===== config.mk =====
export PLATFORM = sky130hd
export DESIGN_NAME = i2c_eeprom_byte_master
export DESIGN_NICKNAME = d
export VERILOG_FILES = /design/src/rtl/core/ieb_pkg.sv /design/src/rtl/core/ieb_cfg_regs.sv /design/src/rtl/core/ieb_seq.sv /design/src/rtl/core/i2c_eeprom_byte_master.sv
export SDC_FILE = /design/constraint.sdc
export NUM_CORES = 1
export LEC_CHECK = 0
export BUFFER_PORTS_ARGS = -buffer_cell sky130_fd_sc_hd__buf_2
export CAP_MARGIN = 0
export CORE_MARGIN = 2
export CORE_UTILIZATION = 45
export CTS_CLUSTER_SIZE = 12
export DETAILED_ROUTE_END_ITERATION = 16
export PLACE_DENSITY = 0.73
export SETUP_SLACK_MARGIN = 0.15
export SLEW_MARGIN = 25
export SYNTH_ARGS = -nofsm -noshare
export SYNTH_HDL_FRONTEND = slang
export SYNTH_SLANG_ARGS = --single-unit

===== constraint.sdc =====
create_clock -name clk -period 5.2 [get_ports clk]
set_input_delay 0.78 -clock clk [delete_from_list [all_inputs] [get_ports clk]]
set_output_delay 0.78 -clock clk [all_outputs]
set_load 0.05 [all_outputs]

===== src/rtl/core/ieb_pkg.sv =====
// types and constants shared by the serial eeprom byte master
// no dependencies

package ieb_pkg;

	localparam int unsigned HalfW = 10;
	localparam int unsigned WaitW = 20;
	localparam int unsigned SelW  = 3;

	// bus sequencer phase codes; the byte shift slots occupy
	// PH_TXB .. PH_TXB+15, four sub-phases for each of four bytes
	localparam logic [4:0] PH_IDLE    = 5'd0;
	localparam logic [4:0] PH_ST1     = 5'd1;
	localparam logic [4:0] PH_ST2     = 5'd2;
	localparam logic [4:0] PH_TXB     = 5'd3;
	localparam logic [4:0] PH_RS_LO   = 5'd19;
	localparam logic [4:0] PH_RS_HI   = 5'd20;
	localparam logic [4:0] PH_RS_FALL = 5'd21;
	localparam logic [4:0] PH_RX_LO   = 5'd22;
	localparam logic [4:0] PH_RX_HI   = 5'd23;
	localparam logic [4:0] PH_NK_LO   = 5'd24;
	localparam logic [4:0] PH_NK_HI   = 5'd25;
	localparam logic [4:0] PH_SP_LO   = 5'd26;
	localparam logic [4:0] PH_SP_HI   = 5'd27;
	localparam logic [4:0] PH_SP_END  = 5'd28;
	localparam logic [4:0] PH_WWAIT   = 5'd29;

	localparam logic [1:0] CMD_TICK  = 2'd0;
	localparam logic [1:0] CMD_WRITE = 2'd1;
	localparam logic [1:0] CMD_READ  = 2'd2;

	localparam logic [1:0] REG_HALF = 2'd0;
	localparam logic [1:0] REG_WAIT = 2'd1;
	localparam logic [1:0] REG_SEL  = 2'd2;

	localparam logic [7:0] CTL_WRITE = 8'hA0;
	localparam logic [7:0] CTL_READ  = 8'hA1;
	localparam logic [7:0] MSB_MASK  = 8'h80;

	localparam logic [HalfW-1:0] HALF_RESET = 10'd4;
	localparam logic [WaitW-1:0] WAIT_RESET = 20'd500000;
	localparam logic [SelW-1:0]  SEL_RESET  = 3'd0;

	typedef struct packed {
		logic [HalfW-1:0] half_period_ticks;
		logic [WaitW-1:0] write_wait_ticks;
		logic [SelW-1:0]  device_select;
	} cfg_t;

	typedef struct packed {
		logic       scl_out;
		logic       sda_release;
		logic       busy_res;
		logic       done_res;
		logic [7:0] read_byte;
	} res_t;

endpackage


===== src/rtl/core/ieb_cfg_regs.sv =====
// configuration register file of the eeprom byte master
// depends on ieb_pkg

module ieb_cfg_regs (
	input  logic                       clk,
	input  logic                       arst_n,
	input  logic                       cfg_we,
	input  logic [1:0]                 cfg_index,
	input  logic [ieb_pkg::WaitW-1:0]  cfg_wdata,
	output ieb_pkg::cfg_t              cfg
);
	import ieb_pkg::*;

	cfg_t cfg_q;

	always_ff @(posedge clk or negedge arst_n) begin
		if (!arst_n) begin
			cfg_q.half_period_ticks <= HALF_RESET;
			cfg_q.write_wait_ticks  <= WAIT_RESET;
			cfg_q.device_select     <= SEL_RESET;
		end else if (cfg_we) begin
			unique case (cfg_index)
				REG_HALF: cfg_q.half_period_ticks <= cfg_wdata[HalfW-1:0];
				REG_WAIT: cfg_q.write_wait_ticks  <= cfg_wdata;
				REG_SEL:  cfg_q.device_select     <= cfg_wdata[SelW-1:0];
				default: ;
			endcase
		end
	end

	assign cfg = cfg_q;

endmodule


===== src/rtl/core/ieb_seq.sv =====
// bus sequencer: advances one tick per accepted beat and gives the
// line levels and status for the state after that tick; depends on ieb_pkg

module ieb_seq (
	input  logic          clk,
	input  logic          arst_n,
	input  logic          step,
	input  logic [1:0]    cmd,
	input  logic [7:0]    mem_address,
	input  logic [7:0]    write_data,
	input  logic          sda_in,
	input  ieb_pkg::cfg_t cfg,
	output ieb_pkg::res_t res
);
	import ieb_pkg::*;

	logic [4:0]       phase_q, phase_d;
	logic [2:0]       bit_index_q, bit_index_d;
	logic [7:0]       shift_q, shift_d;
	logic [7:0]       rx_q, rx_d;
	logic [HalfW-1:0] div_q, div_d;
	logic [WaitW-1:0] wait_q, wait_d;
	logic             rd_q, rd_d;
	logic [7:0]       addr_q, addr_d;
	logic [7:0]       data_q, data_d;

	logic [HalfW-1:0] half;
	logic [HalfW:0]   div_inc;
	logic [7:0]       ctl_wr, ctl_rd;
	logic             in_tx, done;
	logic [4:0]       rel;
	logic [WaitW-1:0] wait_dec;

	assign half    = (cfg.half_period_ticks == '0) ? HalfW'(1) : cfg.half_period_ticks;
	assign div_inc = {1'b0, div_q} + (HalfW+1)'(1);
	assign ctl_wr  = CTL_WRITE | {4'd0, cfg.device_select, 1'b0};
	assign ctl_rd  = CTL_READ | {4'd0, cfg.device_select, 1'b0};
	assign in_tx   = (phase_q >= PH_TXB) && (phase_q < PH_RS_LO);
	assign rel     = phase_q - PH_TXB;
	assign wait_dec = (wait_q != '0) ? wait_q - WaitW'(1) : wait_q;

	always_comb begin
		phase_d     = phase_q;
		bit_index_d = bit_index_q;
		shift_d     = shift_q;
		rx_d        = rx_q;
		div_d       = div_q;
		wait_d      = wait_q;
		rd_d        = rd_q;
		addr_d      = addr_q;
		data_d      = data_q;
		done        = 1'b0;

		if (phase_q == PH_IDLE) begin
			if (cmd == CMD_WRITE || cmd == CMD_READ) begin
				rd_d    = (cmd == CMD_READ);
				addr_d  = mem_address;
				data_d  = write_data;
				div_d   = '0;
				phase_d = PH_ST1;
			end
		end else if (phase_q == PH_WWAIT) begin
			wait_d = wait_dec;
			if (wait_dec == '0) begin
				phase_d = PH_IDLE;
				done    = 1'b1;
			end
		end else if (phase_q > PH_WWAIT) begin
			phase_d = PH_IDLE;
		end else if (div_inc < {1'b0, half}) begin
			div_d = div_inc[HalfW-1:0];
		end else if (in_tx && rel[1:0] == 2'd3 && sda_in) begin
			// ack slot: hold scl high until the slave pulls sda low
			div_d = half;
		end else begin
			div_d = '0;
			if (in_tx) begin
				case (rel[1:0])
					2'd1: begin
						if (bit_index_q == 3'd7) begin
							phase_d = phase_q + 5'd1;
						end else begin
							bit_index_d = bit_index_q + 3'd1;
							shift_d     = {shift_q[6:0], 1'b0};
							phase_d     = phase_q - 5'd1;
						end
					end
					2'd3: begin
						bit_index_d = '0;
						case (rel[3:2])
							2'd0: begin
								shift_d = addr_q;
								phase_d = PH_TXB + 5'd4;
							end
							2'd1: begin
								if (rd_q) begin
									phase_d = PH_RS_LO;
								end else begin
									shift_d = data_q;
									phase_d = PH_TXB + 5'd8;
								end
							end
							2'd2: phase_d = PH_SP_LO;
							default: begin
								shift_d = '0;
								phase_d = PH_RX_LO;
							end
						endcase
					end
					default: phase_d = phase_q + 5'd1;
				endcase
			end else begin
				unique case (phase_q)
					PH_ST1: phase_d = PH_ST2;
					PH_ST2: begin
						shift_d     = ctl_wr;
						bit_index_d = '0;
						phase_d     = PH_TXB;
					end
					PH_RS_LO: phase_d = PH_RS_HI;
					PH_RS_HI: phase_d = PH_RS_FALL;
					PH_RS_FALL: begin
						shift_d     = ctl_rd;
						bit_index_d = '0;
						phase_d     = PH_TXB + 5'd12;
					end
					PH_RX_LO: phase_d = PH_RX_HI;
					PH_RX_HI: begin
						shift_d = {shift_q[6:0], sda_in};
						if (bit_index_q == 3'd7) begin
							rx_d    = {shift_q[6:0], sda_in};
							phase_d = PH_NK_LO;
						end else begin
							bit_index_d = bit_index_q + 3'd1;
							phase_d     = PH_RX_LO;
						end
					end
					PH_NK_LO: phase_d = PH_NK_HI;
					PH_NK_HI: phase_d = PH_SP_LO;
					PH_SP_LO: phase_d = PH_SP_HI;
					PH_SP_HI: phase_d = PH_SP_END;
					PH_SP_END: begin
						if (!rd_q && cfg.write_wait_ticks != '0) begin
							wait_d  = cfg.write_wait_ticks;
							phase_d = PH_WWAIT;
						end else begin
							phase_d = PH_IDLE;
							done    = 1'b1;
						end
					end
					default: phase_d = PH_IDLE;
				endcase
			end
		end
	end

	// line levels for the state after this tick
	logic [4:0] nrel;
	logic       ntx;

	assign ntx  = (phase_d >= PH_TXB) && (phase_d < PH_RS_LO);
	assign nrel = phase_d - PH_TXB;

	always_comb begin
		res.busy_res  = (phase_d != PH_IDLE);
		res.done_res  = done;
		res.read_byte = rx_d;
		if (ntx) begin
			res.scl_out     = nrel[0];
			res.sda_release = nrel[1] ? 1'b1 : ((shift_d & MSB_MASK) != 8'd0);
		end else begin
			case (phase_d)
				PH_ST2, PH_RS_FALL, PH_SP_HI: begin
					res.scl_out     = 1'b1;
					res.sda_release = 1'b0;
				end
				PH_RS_LO, PH_RX_LO, PH_NK_LO: begin
					res.scl_out     = 1'b0;
					res.sda_release = 1'b1;
				end
				PH_SP_LO: begin
					res.scl_out     = 1'b0;
					res.sda_release = 1'b0;
				end
				default: begin
					res.scl_out     = 1'b1;
					res.sda_release = 1'b1;
				end
			endcase
		end
	end

	always_ff @(posedge clk or negedge arst_n) begin
		if (!arst_n) begin
			phase_q     <= PH_IDLE;
			bit_index_q <= '0;
			shift_q     <= '0;
			rx_q        <= '0;
			div_q       <= '0;
			wait_q      <= '0;
			rd_q        <= 1'b0;
			addr_q      <= '0;
			data_q      <= '0;
		end else if (step) begin
			phase_q     <= phase_d;
			bit_index_q <= bit_index_d;
			shift_q     <= shift_d;
			rx_q        <= rx_d;
			div_q       <= div_d;
			wait_q      <= wait_d;
			rd_q        <= rd_d;
			addr_q      <= addr_d;
			data_q      <= data_d;
		end
	end

endmodule


===== src/rtl/core/i2c_eeprom_byte_master.sv =====
// top level of the serial eeprom byte master: stream ports, config
// registers and the result register; depends on ieb_pkg, ieb_cfg_regs, ieb_seq
//
// Usage: every input beat is one tick of the bus sequencer. s_tuser carries
// the command (tick only, byte write, random read); a command is taken only
// while the sequencer is idle and is otherwise treated as a plain tick.
// s_tdata carries the word address, the write byte and the sampled sda level.
// Each input beat yields exactly one output beat holding scl, the sda
// release level, busy, a done pulse and the last byte read, for the state
// after that tick.
// Latency: the result of a beat is presented on m_tdata the cycle after it
// is accepted. Throughput: one beat per cycle while m_tready stays high, set by the
// single result register; the sequencer step itself is combinational logic.
// When the receiver stalls, the result register holds and s_tready drops
// until it is taken, so no tick is lost or applied twice.
// Reset (arst_n low) returns the sequencer to idle, empties the result
// register and loads the register defaults: half period 4 ticks, write
// wait 500000 ticks, device select 0. Registers are written through cfg_we/cfg_index/
// cfg_wdata; the user writes them only while the block is idle, the block does not enforce it.

module i2c_eeprom_byte_master (
	input  logic        clk,
	input  logic        arst_n,
	input  logic        cfg_we,
	input  logic [1:0]  cfg_index,
	input  logic [19:0] cfg_wdata,
	input  logic        s_tvalid,
	output logic        s_tready,
	input  logic [23:0] s_tdata,   // mem_address, write_data, sda_in, zero pad
	input  logic [1:0]  s_tuser,   // cmd
	output logic        m_tvalid,
	input  logic        m_tready,
	output logic [15:0] m_tdata    // scl_out, sda_release, busy_res, done_res,
	                               // read_byte, zero pad
);
	import ieb_pkg::*;

	cfg_t cfg;
	res_t res;
	res_t res_q;
	logic out_valid_q;
	logic step;

	assign s_tready = !out_valid_q || m_tready;
	assign step     = s_tvalid && s_tready;

	ieb_cfg_regs u_cfg (
		.clk       (clk),
		.arst_n    (arst_n),
		.cfg_we    (cfg_we),
		.cfg_index (cfg_index),
		.cfg_wdata (cfg_wdata),
		.cfg       (cfg)
	);

	ieb_seq u_seq (
		.clk         (clk),
		.arst_n      (arst_n),
		.step        (step),
		.cmd         (s_tuser),
		.mem_address (s_tdata[7:0]),
		.write_data  (s_tdata[15:8]),
		.sda_in      (s_tdata[16]),
		.cfg         (cfg),
		.res         (res)
	);

	always_ff @(posedge clk or negedge arst_n) begin
		if (!arst_n) begin
			out_valid_q <= 1'b0;
		end else if (step) begin
			out_valid_q <= 1'b1;
		end else if (m_tready) begin
			out_valid_q <= 1'b0;
		end
	end

	// result payload, loaded with each accepted beat
	always_ff @(posedge clk) begin
		if (step) begin
			res_q <= res;
		end
	end

	assign m_tvalid = out_valid_q;
	assign m_tdata  = {4'd0, res_q.read_byte, res_q.done_res, res_q.busy_res,
		res_q.sda_release, res_q.scl_out};

endmodule

==> results.toml <==
[run_status]
outcome = "completed"

[power_and_ir_drop]
p_leak_nw = 3.59
ir_drop_mv = 0.220
power_density_nw_per_um2 = 365

[timing]
finalSetupViolCount = 0
drv_slew = 0
min_period_ps = 4780
worstMarginPinSlew_ps = 993
post-route-period-util = 0.919
hold_viol_final = 0
rsz0062_at_grt = "false"
finClkSkew_ps = 6.09
max_freq_mhz = 209
relSlewSlack = 0.337
finalSetupTns_ps = 0
fin_ws_ps = 421

[global_routing]
grt.busiest_layer = "met2"
grt_pass1_vias = 6115
grtUsageMet1 = 0.307
grt_overflow = 0
grt_first_pass_wirelength_um = 30900
grt_antenna_before_repair = 0
grtUsageMet2 = 0.328
use_met3 = 0.0540
grt_start_max_net_pins = 73
grt_usage = 0.217

[worst_setup_path]
worst_ep_required_time_ps = 5370
crit_slowest_cell = "dfrtp_1"
r2r-start = "u_seq.div_q[0]"
cp-end-kind = "flip-flop"
arrival_ps = 4950
max_stage_delay_ps = 440
critical_path_class = "flip-flop to flip-flop"
critical_path.max_fanout = 10
worstPathCellList = "ha_1, and3_1, and3_1, xor2_1, ha_1, nand4_1, a2111oi_2, o41ai_4, a21oi_4, o221ai_1, mux2i_1, o22ai_2, inv_1, ha_1, mux2_2, a22oi_1, or3_1, mux2_2"
rrSetupSlack_ps = 420
cpMostUsedCell = "ha_1"
ff2ff_path_depth = 18
r2r-end = "m_tdata[0]"
cp-start-kind = "flip-flop"

[clock_tree]
clockBufferDepth = 2
cts_tree = "yes"
cts_buffers = 17
htreeDepth = 4
cts-root-buf = "clkbuf_16"
clk_pin_slew_ps = 60
cts_sinks = 117
clk_latency_ps = 420
cts-hold-fix-buffers = 0

[yosys]
synth_area_leader_cell = "dfrtp_1"
synth_area_leaders = "dfrtp_1 (32%), mux2_2 (7.8%), o21ai_0 (6.0%), edfxtp_1 (4.8%), ha_1 (4.5%)"
synthesis.area_um2 = 7520
synth_top_area_frac = 0.323
synth_cell_type_count = 81
synthFlopType = "dfrtp_1"
synth_enable_flop_cells = 12
ys_warn_count = 0
ys_ff_latch = 117
syn-instance-count = 838
seq_area_frac_synth = 0.399
async_reset_ff_frac = 0.897
avgSynthCellArea_um2 = 8.98

[finish]
antennaDiodeCount = 0
multiInputGateArea_um2 = 4170
drive_gt1_frac = 0.205
nFillCells = 1523
final_net_count = 955
syn2layout_area_growth_pct = 14.0
final_area_um2 = 8570
seq_area_um2 = 3000

[detailed_routing]
routed_via_density = 5.97
final_antenna_net_count = 0
drt_first_pass_iters = 5
drtIter0Drc = 630
drc = 0
routedWlPerCell_um = 17.0
vias = 6614
finalWirelength_um = 18900

[placed_design]
post-place-ws_ps = 335
place_area_um2 = 7940
place.gp.congestion = 0.892
post-dp-hpwl_um = 13000
port_buffers = 59

[floorplan]
row_count = 47
ios = 71
core-area_um2 = 16500
initial_core_util = 0.457
die_area_um2 = 17800
die_x_um = 133
dieHeight_um = 133

[min_path]
min_path_cells = 2
worstHoldStart = "u_seq.rx_q[6]"
hp-class = "flip-flop to flip-flop"
whs_endpoint = "u_seq.rx_q[6]"

[job]
maxCapViolCount = 0
metrics by stage:
step / hold WS, ps / utilization / std cells / power, mW
4_1_cts: 474 / 0.520 / 1108 / 3.13
3_5_place_dp: 459 / 0.482 / 1076 / 1.90
3_3_place_gp: 453 / 0.482 / 1076 / 1.88
6_report: 471 / 0.521 / 1108 / 3.13
5_1_grt: 490 / 0.521 / 1108 / 3.29
2_1_floorplan: 442 / - / 841 / 1.70
worst max-delay path: cells and delay by family, from the launching register on:
kind / cells / cell delay [ps]
muxes: 3 / 670
DFF: 1 / 440
xor gates and xnor gates: 1 / 150
AOI/OAI and AO/OA: 6 / 1410
adders and majority gates: 3 / 820
buffers and inverters: 1 / 130
and+or+nand+nor: 4 / 910
layout make-up:
class	instances	area share
Multi-Input combinational cell	635	0.486
Sequential cell	117	0.350
Clock buffer	21	0.0549
Timing Repair Buffer	71	0.0452
Tap cell	220	0.0321
Clock inverter	11	0.0174
Inverter	33	0.0144
where the power goes:
| part | internal, mW | switching [mW] |
|---|---|---|
| registers | 1.08 | 0.135 |
| clock network | 0.792 | 0.434 |
| logic | 0.285 | 0.403 |
| total | 2.16 | 0.972 |
sequential cells by signal (all words and copies together), names as in the netlist:
name and cells:
u_seq.div_q 10, u_seq.wait_q 20, u_seq.addr_q 8, u_seq.phase_q 5, u_seq.shift_q 8, m_tvalid 1
u_seq.rd_q 1, u_seq.bit_index_q 3, u_cfg.cfg 33, u_seq.data_q 8, u_seq.rx_q 8, m_tdata 12
cells in the mapped netlist (6+ instances only):
cell / count
dfrtp_1: 97
o21ai_0: 90
nand2_1: 79
nor2_1: 63
a21oi_1: 62
mux2_2: 52
clkbuf_1: 33
inv_1: 31
ha_1: 27
nor3_1: 23
nand3_1: 19
nor4_1: 14
and3_1: 12
edfxtp_1: 12
a31oi_1: 11
buf_2: 11
nand4_1: 11
a22oi_1: 10
a211oi_1: 9
nor3b_1: 9
dfstp_2: 8
xnor2_1: 8
a22o_1: 7
a21o_1: 6
nand2b_1: 6
timing repair:
item,in CTS,in global routing
gates resized for setup,0,3
setup buffers,0,0
endpoints found under the setup margin,0,2
kinds of logic after synthesis:
logic type | Yosys count | synth area share
AND/OR/NAND/NOR | 278 | 0.190
adder cells (fa/ha/maj) | 27 | 0.0449
multiplexers | 57 | 0.0845
buffers and inverters | 89 | 0.0517
XOR/XNOR | 13 | 0.0151
other | 1 | 0.000499
AO/OA/AOI/OAI | 256 | 0.215
flip-flops | 117 | 0.399
cells in the final DEF, fill, tap and decap left out, types with 6 or more instances in the layout:
master     instances
a31oi_1           11
nor3_1            23
nor4_1            14
xnor2_1            8
a211oi_1           9
nand2b_1           6
o21ai_0           90
inv_1             31
edfxtp_1          12
a21oi_1           62
nand3_1           19
a21o_1             6
dfrtp_1           97
mux2_2            52
nor3b_1            8
buf_4             13
clkbuf_16         17
ha_1              27
buf_2             58
a22oi_1           10
a22o_1             7
and3_1            12
nand4_1           11
nand2_1           79
nor2_1            63
dfstp_2            8
per-layer routing:
layer	up-vias	wire, um
met1	3190	8670
met4	0	367
met2	231	8780
met3	35	1030
li1	3158	-
met5	-	0
how the worst max path moves through the flow:
| stage | slack (ps) | endpoint | start |
|---|---|---|---|
| 2_1_floorplan | 840 | m_tdata[0] | u_seq.div_q[0] |
| 5_1_grt | 150 | m_tdata[0] | u_seq.div_q[0] |
| 3_3_place_gp | 450 | m_tdata[0] | u_seq.div_q[0] |
| 4_1_cts | 330 | m_tdata[0] | u_seq.div_q[0] |
| 6_report | 420 | m_tdata[0] | u_seq.div_q[0] |
| 3_5_place_dp | 330 | m_tdata[0] | u_seq.div_q[0] |
Note: power is estimated with default switching activity, not from simulation.
